`src/design/npsq_pkg.sv`:
```
// ----------------------------------------------------------------------------
// npsq_pkg: shared types for the non-preemptive priority schedule queue
// Request and result beats, the stored job entry, codes and a time helper.
// ----------------------------------------------------------------------------
package npsq_pkg;

  // default number of job slots
  localparam int DepthDef = 16;

  // saturation ceiling for all scheduled times
  localparam logic [15:0] TimeMax = 16'hFFFF;

  // operation codes
  typedef enum logic {
    OP_ENQ = 1'b0,
    OP_DEQ = 1'b1
  } op_e;

  // result status codes
  typedef enum logic [1:0] {
    ST_ENQ       = 2'd0,
    ST_DEQ       = 2'd1,
    ST_DEQ_EMPTY = 2'd2,
    ST_ENQ_FULL  = 2'd3
  } status_e;

  // request beat
  typedef struct packed {
    op_e         operation;
    logic [15:0] job_tag;
    logic [7:0]  job_priority;
    logic [15:0] arrival_time;
    logic [15:0] service_time;
  } req_t;

  // result beat
  typedef struct packed {
    status_e     status;
    logic [3:0]  slot;
    logic [15:0] out_tag;
    logic [7:0]  out_priority;
    logic [15:0] start_time;
    logic [15:0] end_time;
    logic [4:0]  occupancy;
  } res_t;

  // one queued job as held in a cell
  typedef struct packed {
    logic [15:0] tag;
    logic [7:0]  prio;
    logic [15:0] service;
    logic [15:0] start_time;
    logic [15:0] end_time;
  } entry_t;

  // 16-bit add that clips at the time ceiling
  function automatic logic [15:0] sat_add(input logic [15:0] a, input logic [15:0] b);
    logic [16:0] s;
    s = {1'b0, a} + {1'b0, b};
    return s[16] ? TimeMax : s[15:0];
  endfunction

endpackage

```
`src/design/npsq_cell.sv`:
```
// ----------------------------------------------------------------------------
// npsq_cell: one job slot of the queue chain
// Holds one entry and loads its right neighbor's entry on a shift.
// ----------------------------------------------------------------------------
module npsq_cell
  import npsq_pkg::*;
(
  input  logic   clk_i,
  input  logic   shift_i,
  input  entry_t ent_i,
  output entry_t ent_o
);

  entry_t ent_q;

  // payload only, no reset needed
  always_ff @(posedge clk_i) begin
    if (shift_i) begin
      ent_q <= ent_i;
    end
  end

  assign ent_o = ent_q;

endmodule

```
`src/design/nonpreemptive_priority_schedule_queue_core.sv`:
```
// ----------------------------------------------------------------------------
// nonpreemptive_priority_schedule_queue_core: priority job queue with schedule
// Chain of job cells plus a scan controller that inserts, reschedules and dequeues.
// ----------------------------------------------------------------------------
// Usage:
//   A request beat on req_i is taken at a clock edge where start is high and
//   busy is low. Every request gives exactly one result beat on res_o, marked
//   by done_o for a single cycle; the receiver cannot hold it off.
//   Dequeue, dequeue on empty and enqueue on full: done_o rises the cycle
//   after the request is taken, and busy stays low, so one such request per
//   cycle is possible.
//   Enqueue into a non-full queue: the whole cell chain rotates once through
//   the scan controller, one cell per cycle. busy is high for the whole
//   rotation and falls as done_o is shown; the next request can be taken in
//   that cycle, so no new enqueue is taken while a rotation is under way.
//   Reset clears the job count and the controller; the cell contents are
//   left as they are and are never read before being written.
// ----------------------------------------------------------------------------
module nonpreemptive_priority_schedule_queue_core
  import npsq_pkg::*;
#(
  parameter int DEPTH = DepthDef
) (
  input  logic clk_i,
  input  logic rst_ni,
  input  logic start,
  output logic busy,
  input  req_t req_i,
  output logic done_o,
  output res_t res_o
);

  localparam int CW = $clog2(DEPTH + 1);

  typedef enum logic [1:0] {
    S_IDLE = 2'b01,
    S_SCAN = 2'b10
  } state_e;

  state_e         state_q, state_d;
  logic [CW-1:0]  cnt_q, cnt_d;
  logic [CW-1:0]  k_q, k_d;
  logic           ins_q, ins_d;
  logic           done_q, done_d;
  req_t           req_q, req_d;
  entry_t         pend_q, pend_d;
  logic [15:0]    last_end_q, last_end_d;
  logic [CW-1:0]  pos_q, pos_d;
  logic [15:0]    istart_q, istart_d;
  logic [15:0]    iend_q, iend_d;
  res_t           res_q, res_d;

  entry_t         ent_w [DEPTH];
  entry_t         tail_w;
  entry_t         head_w;
  entry_t         new_w;
  entry_t         resch_w;
  logic           shift_w;
  logic           accept_w;
  logic           is_live_w;
  logic           at_end_w;
  logic           ins_here_w;
  logic           fin_w;
  logic [15:0]    nstart_w;
  logic [15:0]    pstart_w;

  // cell chain: each cell takes its right neighbor, the last takes the tail
  for (genvar i = 0; i < DEPTH; i++) begin : g_cell
    entry_t nxt_w;
    if (i == DEPTH - 1) begin : g_tail
      assign nxt_w = tail_w;
    end else begin : g_mid
      assign nxt_w = ent_w[i+1];
    end
    npsq_cell u_cell (
      .clk_i  (clk_i),
      .shift_i(shift_w),
      .ent_i  (nxt_w),
      .ent_o  (ent_w[i])
    );
  end

  assign head_w   = ent_w[0];
  assign accept_w = start && (state_q == S_IDLE);

  // scan position relative to the stored jobs
  assign is_live_w = k_q < cnt_q;
  assign at_end_w  = k_q == cnt_q;
  assign fin_w     = (state_q == S_SCAN) && (k_q == CW'(DEPTH - 1));

  // the new job goes in front of the first lower-priority entry past the head
  assign ins_here_w = !ins_q && (at_end_w ||
                      (is_live_w && (k_q != '0) && (head_w.prio < req_q.job_priority)));

  // schedule of the new job
  assign nstart_w = (k_q == '0) ? sat_add(req_q.arrival_time, 16'd1)
                                : sat_add(last_end_q, 16'd1);
  always_comb begin
    new_w            = '0;
    new_w.tag        = req_q.job_tag;
    new_w.prio       = req_q.job_priority;
    new_w.service    = req_q.service_time;
    new_w.start_time = nstart_w;
    new_w.end_time   = sat_add(nstart_w, req_q.service_time);
  end

  // pending entry moved back one place and rescheduled
  assign pstart_w = sat_add(last_end_q, 16'd1);
  always_comb begin
    resch_w            = pend_q;
    resch_w.start_time = pstart_w;
    resch_w.end_time   = sat_add(pstart_w, pend_q.service);
  end

  // controller
  always_comb begin
    state_d    = state_q;
    cnt_d      = cnt_q;
    k_d        = k_q;
    ins_d      = ins_q;
    req_d      = req_q;
    pend_d     = pend_q;
    last_end_d = last_end_q;
    pos_d      = pos_q;
    istart_d   = istart_q;
    iend_d     = iend_q;
    res_d      = res_q;
    done_d     = 1'b0;
    shift_w    = 1'b0;
    tail_w     = head_w;

    unique case (state_q)
      S_IDLE: begin
        if (accept_w) begin
          res_d = '0;
          if (req_i.operation == OP_DEQ) begin
            done_d = 1'b1;
            if (cnt_q == '0) begin
              res_d.status    = ST_DEQ_EMPTY;
              res_d.occupancy = 5'(cnt_q);
            end else begin
              shift_w            = 1'b1;
              cnt_d              = cnt_q - CW'(1);
              res_d.status       = ST_DEQ;
              res_d.out_tag      = head_w.tag;
              res_d.out_priority = head_w.prio;
              res_d.start_time   = head_w.start_time;
              res_d.end_time     = head_w.end_time;
              res_d.occupancy    = 5'(cnt_d);
            end
          end else if (cnt_q >= CW'(DEPTH)) begin
            done_d          = 1'b1;
            res_d.status    = ST_ENQ_FULL;
            res_d.occupancy = 5'(cnt_q);
          end else begin
            req_d   = req_i;
            k_d     = '0;
            ins_d   = 1'b0;
            state_d = S_SCAN;
          end
        end
      end
      S_SCAN: begin
        shift_w = 1'b1;
        k_d     = k_q + CW'(1);
        if (ins_here_w) begin
          tail_w     = new_w;
          pend_d     = head_w;
          ins_d      = 1'b1;
          last_end_d = new_w.end_time;
          pos_d      = k_q;
          istart_d   = new_w.start_time;
          iend_d     = new_w.end_time;
        end else if (ins_q && (is_live_w || at_end_w)) begin
          tail_w     = resch_w;
          pend_d     = head_w;
          last_end_d = resch_w.end_time;
        end else if (is_live_w) begin
          last_end_d = head_w.end_time;
        end
        if (fin_w) begin
          state_d            = S_IDLE;
          done_d             = 1'b1;
          cnt_d              = cnt_q + CW'(1);
          res_d              = '0;
          res_d.status       = ST_ENQ;
          res_d.slot         = 4'(pos_d);
          res_d.out_tag      = req_q.job_tag;
          res_d.out_priority = req_q.job_priority;
          res_d.start_time   = istart_d;
          res_d.end_time     = iend_d;
          res_d.occupancy    = 5'(cnt_d);
        end
      end
      default: begin
        state_d = S_IDLE;
      end
    endcase
  end

  // control registers
  always_ff @(posedge clk_i or negedge rst_ni) begin
    if (!rst_ni) begin
      state_q <= S_IDLE;
      cnt_q   <= '0;
      k_q     <= '0;
      ins_q   <= 1'b0;
      done_q  <= 1'b0;
    end else begin
      state_q <= state_d;
      cnt_q   <= cnt_d;
      k_q     <= k_d;
      ins_q   <= ins_d;
      done_q  <= done_d;
    end
  end

  // payload registers
  always_ff @(posedge clk_i) begin
    req_q      <= req_d;
    pend_q     <= pend_d;
    last_end_q <= last_end_d;
    pos_q      <= pos_d;
    istart_q   <= istart_d;
    iend_q     <= iend_d;
    res_q      <= res_d;
  end

  assign busy   = state_q == S_SCAN;
  assign done_o = done_q;
  assign res_o  = res_q;

`ifndef SYNTHESIS
  // job count never passes the number of cells
  a_cnt_bound: assert property (@(posedge clk_i) disable iff (!rst_ni)
    cnt_q <= CW'(DEPTH))
    else $error("job count above depth");

  // a result beat only follows a request edge or the end of a scan
  a_done_src: assert property (@(posedge clk_i) disable iff (!rst_ni)
    done_q |-> $past(accept_w || fin_w))
    else $error("result beat without a cause");

  // every finished scan has placed the new job
  a_ins_done: assert property (@(posedge clk_i) disable iff (!rst_ni)
    fin_w |-> (ins_q || ins_here_w))
    else $error("scan ended without insertion");

  // a scan starts from the first cell with nothing placed yet
  a_scan_init: assert property (@(posedge clk_i) disable iff (!rst_ni)
    $rose(busy) |-> (k_q == '0) && !ins_q)
    else $error("scan started in wrong state");
`endif

endmodule
```
`config.mk`:
```
export PLATFORM = sky130hd
export DESIGN_NAME = nonpreemptive_priority_schedule_queue_core
export DESIGN_NICKNAME = d
export VERILOG_FILES = /design/src/design/npsq_pkg.sv /design/src/design/npsq_cell.sv /design/src/design/nonpreemptive_priority_schedule_queue_core.sv
export SDC_FILE = /design/constraint.sdc
export NUM_CORES = 1
export LEC_CHECK = 0
export BUFFER_PORTS_ARGS = -buffer_cell sky130_fd_sc_hd__buf_2
export CORE_MARGIN = 2
export CORE_UTILIZATION = 50
export DETAILED_ROUTE_END_ITERATION = 7
export GPL_TIMING_DRIVEN = 0
export HOLD_SLACK_MARGIN = 0.02
export PLACE_DENSITY = 0.75
export SYNTH_ARGS = -nofsm -noshare
export SYNTH_HDL_FRONTEND = slang
export SYNTH_SLANG_ARGS = --single-unit
export TNS_END_PERCENT = 5
```
`constraint.sdc`:
```
create_clock -name clk_i -period 165.4 [get_ports clk_i]
set_clock_uncertainty 0.05 [all_clocks]
set_input_delay 8.27 -clock clk_i [delete_from_list [all_inputs] [get_ports clk_i]]
set_output_delay 8.27 -clock clk_i [all_outputs]
set_load 0.02 [all_outputs]
```
Word-level counts from Yosys, hierarchy flattened
Cells that the tools add are included.
{"block": "word_totals", "in_bits": 60, "ff_bits": 1381, "word_cells": 202}
{"block": "classes", "n_eq_ne": 10, "addsub": 7, "n_lt_le_gt_ge": 3, "bitwise": 2, "n_mux": 54, "reduce_logical": 23}
{"cell": "72-bit two-way mux", "count": 5}
{"cell": "16-bit two-way mux", "count": 10}
{"cell": "67-bit two-way mux", "count": 2}
{"cell": "67-bit one-hot mux with 2 select lines", "count": 1}
{"cell": "56-bit two-way mux", "count": 2}
{"cell": "5-bit two-way mux", "count": 9}
{"cell": "16-bit by 1-bit adder with 17-bit output (second input constant)", "count": 2}
{"cell": "16-bit by 16-bit adder with 17-bit output", "count": 2}
{"cell": "5-bit one-hot mux with 2 select lines", "count": 2}
{"cell": "4-bit AND reduction", "count": 4}
{"cell": "2-bit two-way mux", "count": 7}
{"cell": "1-bit two-way mux", "count": 11}
{"cell": "5-bit by 1-bit adder with 5-bit output (second input constant)", "count": 2}
{"cell": "5-bit logical NOT", "count": 2}
{"cell": "8-bit less-than comparator", "count": 1}
{"cell": "2-bit inequality test (second input constant)", "count": 4}
{"cell": "1-bit logical AND", "count": 6}
{"cell": "1-bit one-hot mux with 2 select lines", "count": 3}
{"cell": "5-bit by 4-bit == test with 1-bit output (second input constant)", "count": 1}
{"cell": "5-bit == test", "count": 1}
{"cell": "5-bit greater-or-equal comparator (second input constant)", "count": 1}
{"cell": "5-bit less-than comparator", "count": 1}
{"cell": "5-bit AND reduction", "count": 1}
{"cell": "5-bit nonzero test", "count": 1}
{"cell": "13 further kinds", "count": 18}

Logic depth before layout (Yosys ltp)
Gate-level depths: netlist of the first run.
{"block": "logic_depth", "depth_word": 8, "ltp_mapped": 18}

Hierarchy
Synthesis of the first run repeated with hierarchy kept, for this count alone.
{"block": "unflattened", "cells_unflattened": 2328, "area_unflattened_um2": 47184.0}
{"module": "npsq_cell", "area_per_inst_um2": 2162.1, "n_inst": 16, "cells_per_inst": 72}
{"module": "nonpreemptive_priority_schedule_queue_core", "area_per_inst_um2": 12590.8, "n_inst": 1, "cells_per_inst": 1176}

Worst setup path after synthesis of the first run
Ideal clock, no wire load.
{"block": "synth_timing", "path_kind": "in2reg", "start": "in req_i[56] (netlist bit)", "end": "reg g_cell[0].u_cell.ent_q (netlist bit g_cell[0].u_cell.ent_o[0]), enable pin", "setup_ns": 3.072, "arrival_ns": 64.135, "setup_slack_ns": 98.144, "cell_stages": 5, "path_buffers": 1, "cell_sequence": "inv_1 nor2_1 clkbuf_1 nand3_1 a21oi_1"}
{"block": "synth_via", "elab_chain_cells": 3}
{"item": "start: declaration", "line_no": "nonpreemptive_priority_schedule_queue_core.sv:28", "text": "input req_t req_i,"}
{"item": "1-bit two-way mux", "line_no": "nonpreemptive_priority_schedule_queue_core.sv:136", "text": "if (req_i.operation == OP_DEQ) begin"}
{"item": "1-bit two-way mux", "line_no": "nonpreemptive_priority_schedule_queue_core.sv:134", "text": "if (accept_w) begin"}
{"item": "1-bit one-hot mux with 2 select lines", "line_no": "nonpreemptive_priority_schedule_queue_core.sv:132", "text": "unique case (state_q)"}
{"item": "net g_cell[0].u_cell.shift_i", "line_no": "npsq_cell.sv:9", "text": "input logic shift_i,"}
{"item": "end signal: assignment", "line_no": "npsq_cell.sv:19", "text": "ent_q <= ent_i;"}
{"item": "end: declaration", "line_no": "npsq_cell.sv:14", "text": "entry_t ent_q;"}
The timed path passes the listed nets, and every way through them passes these cells.
A chain may end at the register's enable or synchronous reset.

Worst setup path after layout of the first run
{"block": "layout_timing", "start": "in req_i[56] (netlist bit)", "end": "reg g_cell[11].u_cell.ent_q (netlist bit g_cell[11].u_cell.ent_o[36]), enable pin"}
{"block": "layout_via", "elab_chain_cells": 3}
{"item": "1-bit two-way mux", "line_no": "nonpreemptive_priority_schedule_queue_core.sv:136"}
{"item": "1-bit two-way mux", "line_no": "nonpreemptive_priority_schedule_queue_core.sv:134"}
{"item": "1-bit one-hot mux with 2 select lines", "line_no": "nonpreemptive_priority_schedule_queue_core.sv:132"}
{"item": "net g_cell[0].u_cell.shift_i", "line_no": "npsq_cell.sv:9"}
{"item": "end signal: assignment", "line_no": "npsq_cell.sv:19"}
{"item": "end: declaration", "line_no": "npsq_cell.sv:14"}
The timed path passes the listed nets, and every way through them passes these cells.

==> metrics, run 1 <==
Yosys top cell area share 0.862; yosys warns 0; Fmax achieved 78.7 MHz; FF-to-FF Start cnt_q[0]$_DFFE_PN0P_; CTS buffer count 135; first-pass GRT wire length 146000 um; Global Route Usage Sum 0.206; DR vias 22800; Final Power 1.13 mW; EDFF count, synth 1367; Final WS setup 152.69 ns; met2 usage 0.317; Leak 18.5 nW; WL per Instance 24.5 um; Hold Path Origin g_cell[4].u_cell.ent_o[42]$_DFFE_PP_; CP max FO 33; R2R Path End g_cell[11].u_cell.ent_o[36]$_DFFE_PP_; sequential cell area fraction in the yosys report 0.869; Avg Inst Size Synth 19.6 um2; Nets 2859; Worst Hold Slack 0.350 ns; post-CTS setup buffers 0; RSZ-0062 raised after global routing no; most common cell in the netlist edfxtp_1; Worst Hold End g_cell[3].u_cell.ent_o[42]$_DFFE_PP_; post-CTS sizing 0; final setup violation count 0; core box area 94700 um2; Area Growth Syn to Fin 16.1%; DIE AREA 97800 um2; Clock power frac 0.267; Max clock buf depth 3; FP Rows 113; clk sinks 1381; CP required 165.78 ns; Worst VDD drop 12.9 uV; # H-tree levels 4; Post-CTS Hold Fix Bufs 0; Hold Crit Depth 0; antenna viol nets, final 0; Internal 0.768 mW; Synth Flop Type edfxtp_1; setup_tns 0 ns; Die Ht 313 um; starting density of the core 0.503; I/O Buffers 128; fillcell total 6815; final count of hold timing violations 0; HPWL Detailed 65600 um; gr busiest metal met2; worst rel slew slack 0.170; Die W 313 um; Post-DP Area 50900 um2; # IOs 129; DR vias/cell 5.54; placer's final routability congestion estimate 0.912; top post-synthesis cells by area edfxtp_1, ha_1, nand2_1; fin area 55300 um2; Root Driver clkbuf_16; synth unique cells 85; WL final 101000 um; Global Route met1 Usage 0.292; Synth area leader edfxtp_1; Place WS 151.96 ns; #FFs+latches synth 1381; ys async rst share 0.0101; Worst Setup Start Kind input pin; Max Cap Violations 0; WS Path Type input pin to flop; initial DRC count 2534; mapped cell area 47600 um2; Worst setup EP type flop; clock latency on the worst-skew pair 0.76 ns; DR pass1 iterations 6; status complete, no violations; Slew Limit Fails 0; Comb power frac 0.251; Remaining Overflow, GRT 0; sw frac 0.319; Util after Layout 0.584; Final Cycle Share 0.0768; syn nets 2544; worst reg2reg path depth 16; cell count after synthesis 2426; Placed Instances 3869; synth cell count leaders edfxtp_1, nand2_1, nor2_1, a21oi_1, o21ai_0; drt drc 0; vias in the first global route 22400; r2r setup slk 159.34 ns; initial antenna violation count 7; hold crit path type flop to flop; fin crit period 12.71 ns; CTS tree built; final non-filler cell total 4110; met3 GRT Util 0.0443; register share of total power 0.481; clock-pin slew on the worst setup and hold paths 0.06 ns; Least-Margin Pin Slew 1.25 ns; CP Data Arrival Time 13.09 ns; largest net degree at the start of global routing 50; Psw 0.359 mW; fraction of layout cells with a size suffix above 1 0.153; PwrDens 20.4 nW/um2
[worst max-delay path by stage]
stage | startpoint | endpoint | slack (ns)
after floorplan | req_i[56] | g_cell[0].u_cell.ent_o[0]$_DFFE_PP_ | 98.14
after global placement | req_i[56] | g_cell[3].u_cell.ent_o[8]$_DFFE_PP_ | 81.56
after detailed placement | req_i[56] | g_cell[11].u_cell.ent_o[36]$_DFFE_PP_ | 151.96
after CTS | req_i[56] | g_cell[11].u_cell.ent_o[36]$_DFFE_PP_ | 152.76
after global routing | req_i[56] | g_cell[12].u_cell.ent_o[36]$_DFFE_PP_ | 152.40
final | req_i[56] | g_cell[11].u_cell.ent_o[36]$_DFFE_PP_ | 152.69
[registers in the layout, indices dropped and copies added, names as in the netlist]
register / count
last_end_q: 16
cnt_q: 5
new_w: 40
req_q: 16
pend_q: 40
res_o: 67
iend_q: 16
k_q: 5
ins_q: 1
istart_q: 16
done_o: 1
g_cell.u_cell.ent_o: 1152
state_q: 2
pos_q: 4
[area by class of cell]
class                   count  area [um2]  share of cell area
well taps                1265        1580              0.0286
flip-flops and latches   1381       41400               0.749
multi-input cells         929        5790               0.105
inverters                  44         165             0.00299
clock inverters            77         821              0.0148
repair buffers            178        1680              0.0304
plain buffers              72         322             0.00581
clock buffers             162        3540              0.0641
diodes                      2        5.00           0.0000905
[power by group through the flow]
stage / Clock (mW) / Combinational [mW] / Sequential, mW
CTS: 0.309 / 0.283 / 0.544
global placement: 0 / 0.249 / 0.871
detailed placement: 0 / 0.282 / 0.548
floorplan: 0 / 0.152 / 0.796
finish: 0.301 / 0.283 / 0.542
global route: 0.322 / 0.304 / 0.549
[routing by layer]
metal,vias up,wire [um]
li1,10200,-
met1,11500,43900
met2,872,47000
met3,190,6360
met4,6,3450
met5,-,39
[worst max-delay path, stage by stage]
cell      delay [ns]
buf_2           0.19
inv_1           0.11
nor2_1          0.75
clkbuf_1        0.60
nand3_1         0.23
a21oi_4         0.81
buf_12          0.29
buf_12          0.22
buf_12          0.23
buf_16          0.20
buf_12          0.22
buf_12          0.23
buf_12          0.23
buf_16          0.21
buf_12          0.22
[kinds of logic after synthesis]
group,synth area share
AOI/OAI and AO/OA,0.0552
xor gates and xnor gates,0.00846
adders and majority gates,0.0155
buffers and inverters,0.0102
DFF,0.869
muxes,0.00247
and+or+nand+nor,0.0392
[layout by cell type (no fill, tap or decap), types with 8 or more instances in the layout]
cell type	netlist	final
nand2_1	185	185
clkinv_2	0	19
xor2_1	10	10
inv_1	42	42
a32oi_1	11	11
dfrtp_1	13	13
a22oi_1	17	17
buf_16	0	12
buf_12	0	32
nor3_1	18	17
o21a_1	8	8
nand3_1	18	18
buf_6	2	8
o22ai_1	55	55
ha_1	56	55
buf_2	24	151
edfxtp_1	1367	1367
nor2_1	115	115
clkinv_1	0	31
o221ai_1	12	12
clkbuf_1	41	65
clkbuf_16	0	138
nand4_1	8	8
a31oi_1	20	20
bufinv_16	0	12
a21o_1	12	12
and2_1	10	10
a21oi_1	104	102
and3_1	14	14
xnor2_1	36	36
o21ai_0	80	80
Note: power is estimated with default switching activity, not from simulation.
==> inputs of run 2 (changes only) <==
- ABC_AREA: not set -> 1
- clock period: 165.4 -> 12 ns (I/O delays scaled with it)
==> run 2 against run 1 <==
Via count increased by 11%. Critical path type is now flop to flop. Sequential power increased to 12 times the previous value. Core utilization increased by 0.44 points. Global-route usage decreased by 0.52 points. Largest cell class unchanged. Sequential share of layout area decreased by 3.1 points. Register-to-register slack got worse by 150 ns.
==> metrics, run 2 <==
status complete, no violations (unchanged); placer's final routability congestion estimate 0.925 (was 0.912); drt drc 0 (unchanged); Final WS setup 7.17 ns (was 152.69 ns); Yosys top cell area share 0.830 (was 0.862); Clock power frac 0.297 (was 0.267); Root Driver clkbuf_16 (unchanged); hold crit path type input pin to flop (was flop to flop); Post-CTS Hold Fix Bufs 57 (was 0); synth cell count leaders edfxtp_1, nand2_1, inv_1, nand3_1, o21ai_0 (was edfxtp_1, nand2_1, nor2_1, a21oi_1, o21ai_0); Synth Flop Type edfxtp_1 (unchanged); yosys warns 0 (unchanged); CTS buffer count 136 (was 135); Global Route Usage Sum 0.201 (was 0.206); Synth area leader edfxtp_1 (unchanged); CP required 12.41 ns (was 165.78 ns); # IOs 129 (unchanged); Nets 3526 (was 2859); antenna viol nets, final 0 (unchanged); largest net degree at the start of global routing 39 (was 50); Max Cap Violations 0 (unchanged); Fmax achieved 207 MHz; first-pass GRT wire length 151000 um (was 146000 um); Internal 9.58 mW (was 0.768 mW); Placed Instances 4500 (was 3869); post-CTS sizing 0 (unchanged); Avg Inst Size Synth 16.3 um2 (was 19.6 um2); Leak 20.9 nW (was 18.5 nW); Comb power frac 0.215 (was 0.251); initial antenna violation count 8 (was 7); sequential cell area fraction in the yosys report 0.838 (was 0.869); I/O Buffers 128 (unchanged); Die Ht 318 um (was 313 um); sw frac 0.303 (was 0.319); Final Cycle Share 0.403; RSZ-0062 raised after global routing no (unchanged); CP max FO 10 (was 33); Area Growth Syn to Fin 16.8% (was 16.1%); mapped cell area 49400 um2 (was 47600 um2); CTS tree built (unchanged); WL per Instance 21.1 um (was 24.5 um); ys async rst share 0.0101 (unchanged); Worst Setup Start Kind flop (was input pin); worst rel slew slack 0.288 (was 0.170); Worst VDD drop 159 uV (was 12.9 uV); Final Power 13.7 mW (was 1.13 mW); final setup violation count 0 (unchanged); clock latency on the worst-skew pair 0.77 ns (was 0.76 ns); most common cell in the netlist edfxtp_1 (unchanged); vias in the first global route 25100 (was 22400); Post-DP Area 52800 um2 (was 50900 um2); register share of total power 0.488 (was 0.481); Least-Margin Pin Slew 1.07 ns (was 1.25 ns); Die W 318 um (was 313 um); max reg flops 1152 (unchanged); DR vias 25400 (was 22800); WL final 101000 um (about the same); most common cell after layout, fill and taps aside edfxtp_1 (unchanged); cell count after synthesis 3036 (was 2426); FP Rows 115 (was 113); Slew Limit Fails 0 (unchanged); PwrDens 238 nW/um2 (was 20.4 nW/um2); DIE AREA 101000 um2 (was 97800 um2); HPWL Detailed 65900 um (was 65600 um); initial DRC count 3114 (was 2534); commonest non-fill, non-tap cells in the layout edfxtp_1, nand2_1, inv_1 (was edfxtp_1, nand2_1, buf_2); # H-tree levels 4 (unchanged); Util after Layout 0.588 (was 0.584); EDFF count, synth 1367 (unchanged); fin crit period 4.83 ns; #FFs+latches synth 1381 (unchanged); WS Path Type flop to flop (was input pin to flop); CP Data Arrival Time 5.24 ns (was 13.09 ns); Max clock buf depth 3 (unchanged); clock-pin slew on the worst setup and hold paths 0.07 ns (was 0.06 ns); synth unique cells 45 (was 85); final non-filler cell total 4792 (was 4110); fin area 57700 um2 (was 55300 um2); fraction of layout cells with a size suffix above 1 0.142 (was 0.153); DR pass1 iterations 6 (unchanged); starting density of the core 0.504 (was 0.503); Remaining Overflow, GRT 0 (unchanged); setup_tns 0 ns (unchanged); syn nets 3154 (was 2544); Place WS 7.29 ns (was 151.96 ns); Worst Hold Slack 0.120 ns (was 0.350 ns); top post-synthesis cells by area edfxtp_1, nand2_1, inv_1 (was edfxtp_1, ha_1, nand2_1); clk sinks 1381 (unchanged); final count of hold timing violations 0 (unchanged); core box area 98100 um2 (was 94700 um2); Psw 4.16 mW (was 0.359 mW); post-CTS setup buffers 0 (unchanged); Worst setup EP type flop (unchanged); DR vias/cell 5.30 (was 5.54)
-- run 2: area by class of cell --
| cell class | count | area, um2 |
|---|---|---|
| well taps | 1287 | 1610 |
| plain buffers | 73 | 420 |
| repair buffers | 234 | 2290 |
| clock inverters | 61 | 687 |
| diodes | 1 | 2.50 |
| multi-input cells | 1375 | 6920 |
| fillers | 7094 | 40400 |
| clock buffers | 173 | 3620 |
| inverters | 207 | 779 |
| flip-flops and latches | 1381 | 41400 |
-- run 2: layer usage --
| layer | part of all wire | vias to the layer above | routed length [um] | global-route usage |
|---|---|---|---|---|
| met1 | 0.45 | 12500 | 45200 | 0.298 |
| met3 | 0.077 | 203 | 7740 | 0.0373 |
| li1 | - | 11600 | - | - |
| met5 | 0.00040 | - | 40 | 0 |
| met2 | 0.45 | 1044 | 45500 | 0.303 |
| met4 | 0.025 | 6 | 2560 | 0.0707 |
-- run 2: worst paths after layout --
kind | start | to | slack, ns | cells past startpoint
max reg2reg | k_q[0]$_DFFE_PN0P_ | g_cell[15].u_cell.ent_o[10]$_DFFE_PP_ | 7.17 | 23
min in group asynchronous | rst_ni | k_q[0]$_DFFE_PN0P_ | 0.23 | 2
min | start | done_o$_DFF_PN0_ | 0.12 | 3
max | k_q[0]$_DFFE_PN0P_ | g_cell[15].u_cell.ent_o[10]$_DFFE_PP_ | 7.17 | 23
min reg2reg | g_cell[1].u_cell.ent_o[31]$_DFFE_PP_ | g_cell[0].u_cell.ent_o[31]$_DFFE_PP_ | 0.35 | 0
max in group asynchronous | rst_ni | state_q[0]$_DFFE_PN1P_ | 11.35 | 2
-- run 2: power by group through the flow --
stage | Sequential [mW] | Clock, mW | Combinational [mW]
floorplan | 7.41 | 0 | 1.68
global placement | 7.61 | 0 | 2.62
detailed placement | 6.79 | 0 | 2.90
CTS | 6.72 | 4.18 | 2.94
global route | 6.77 | 4.36 | 3.23
finish | 6.71 | 4.08 | 2.95
-- run 2: cell families after synthesis --
| logic type | after synthesis | share of synthesized area |
|---|---|---|
| simple gates | 1099 | 0.0927 |
| flops | 1381 | 0.838 |
| xor+xnor | 31 | 0.00549 |
| compound gates | 187 | 0.0256 |
| fa+ha+maj | 58 | 0.0150 |
| buf+inv | 280 | 0.0236 |
-- run 2: worst max-delay path, cell delays in order (launching register included) --
cell	delay, ns
dfrtp_1	0.42
inv_1	0.14
ha_1	0.16
inv_1	0.03
nor2_1	0.18
nand2_4	0.19
inv_2	0.29
buf_2	0.28
nand3_1	0.18
o21ai_0	0.12
inv_1	0.09
ha_1	0.24
inv_1	0.09
fa_1	0.24
nor2_1	0.07
or2_4	0.26
nand2_2	0.06
nand2_2	0.08
a21oi_2	0.41
o21ai_0	0.25
nand2_1	0.28
nand2_1	0.15
nand2_1	0.09
nand2_1	0.17
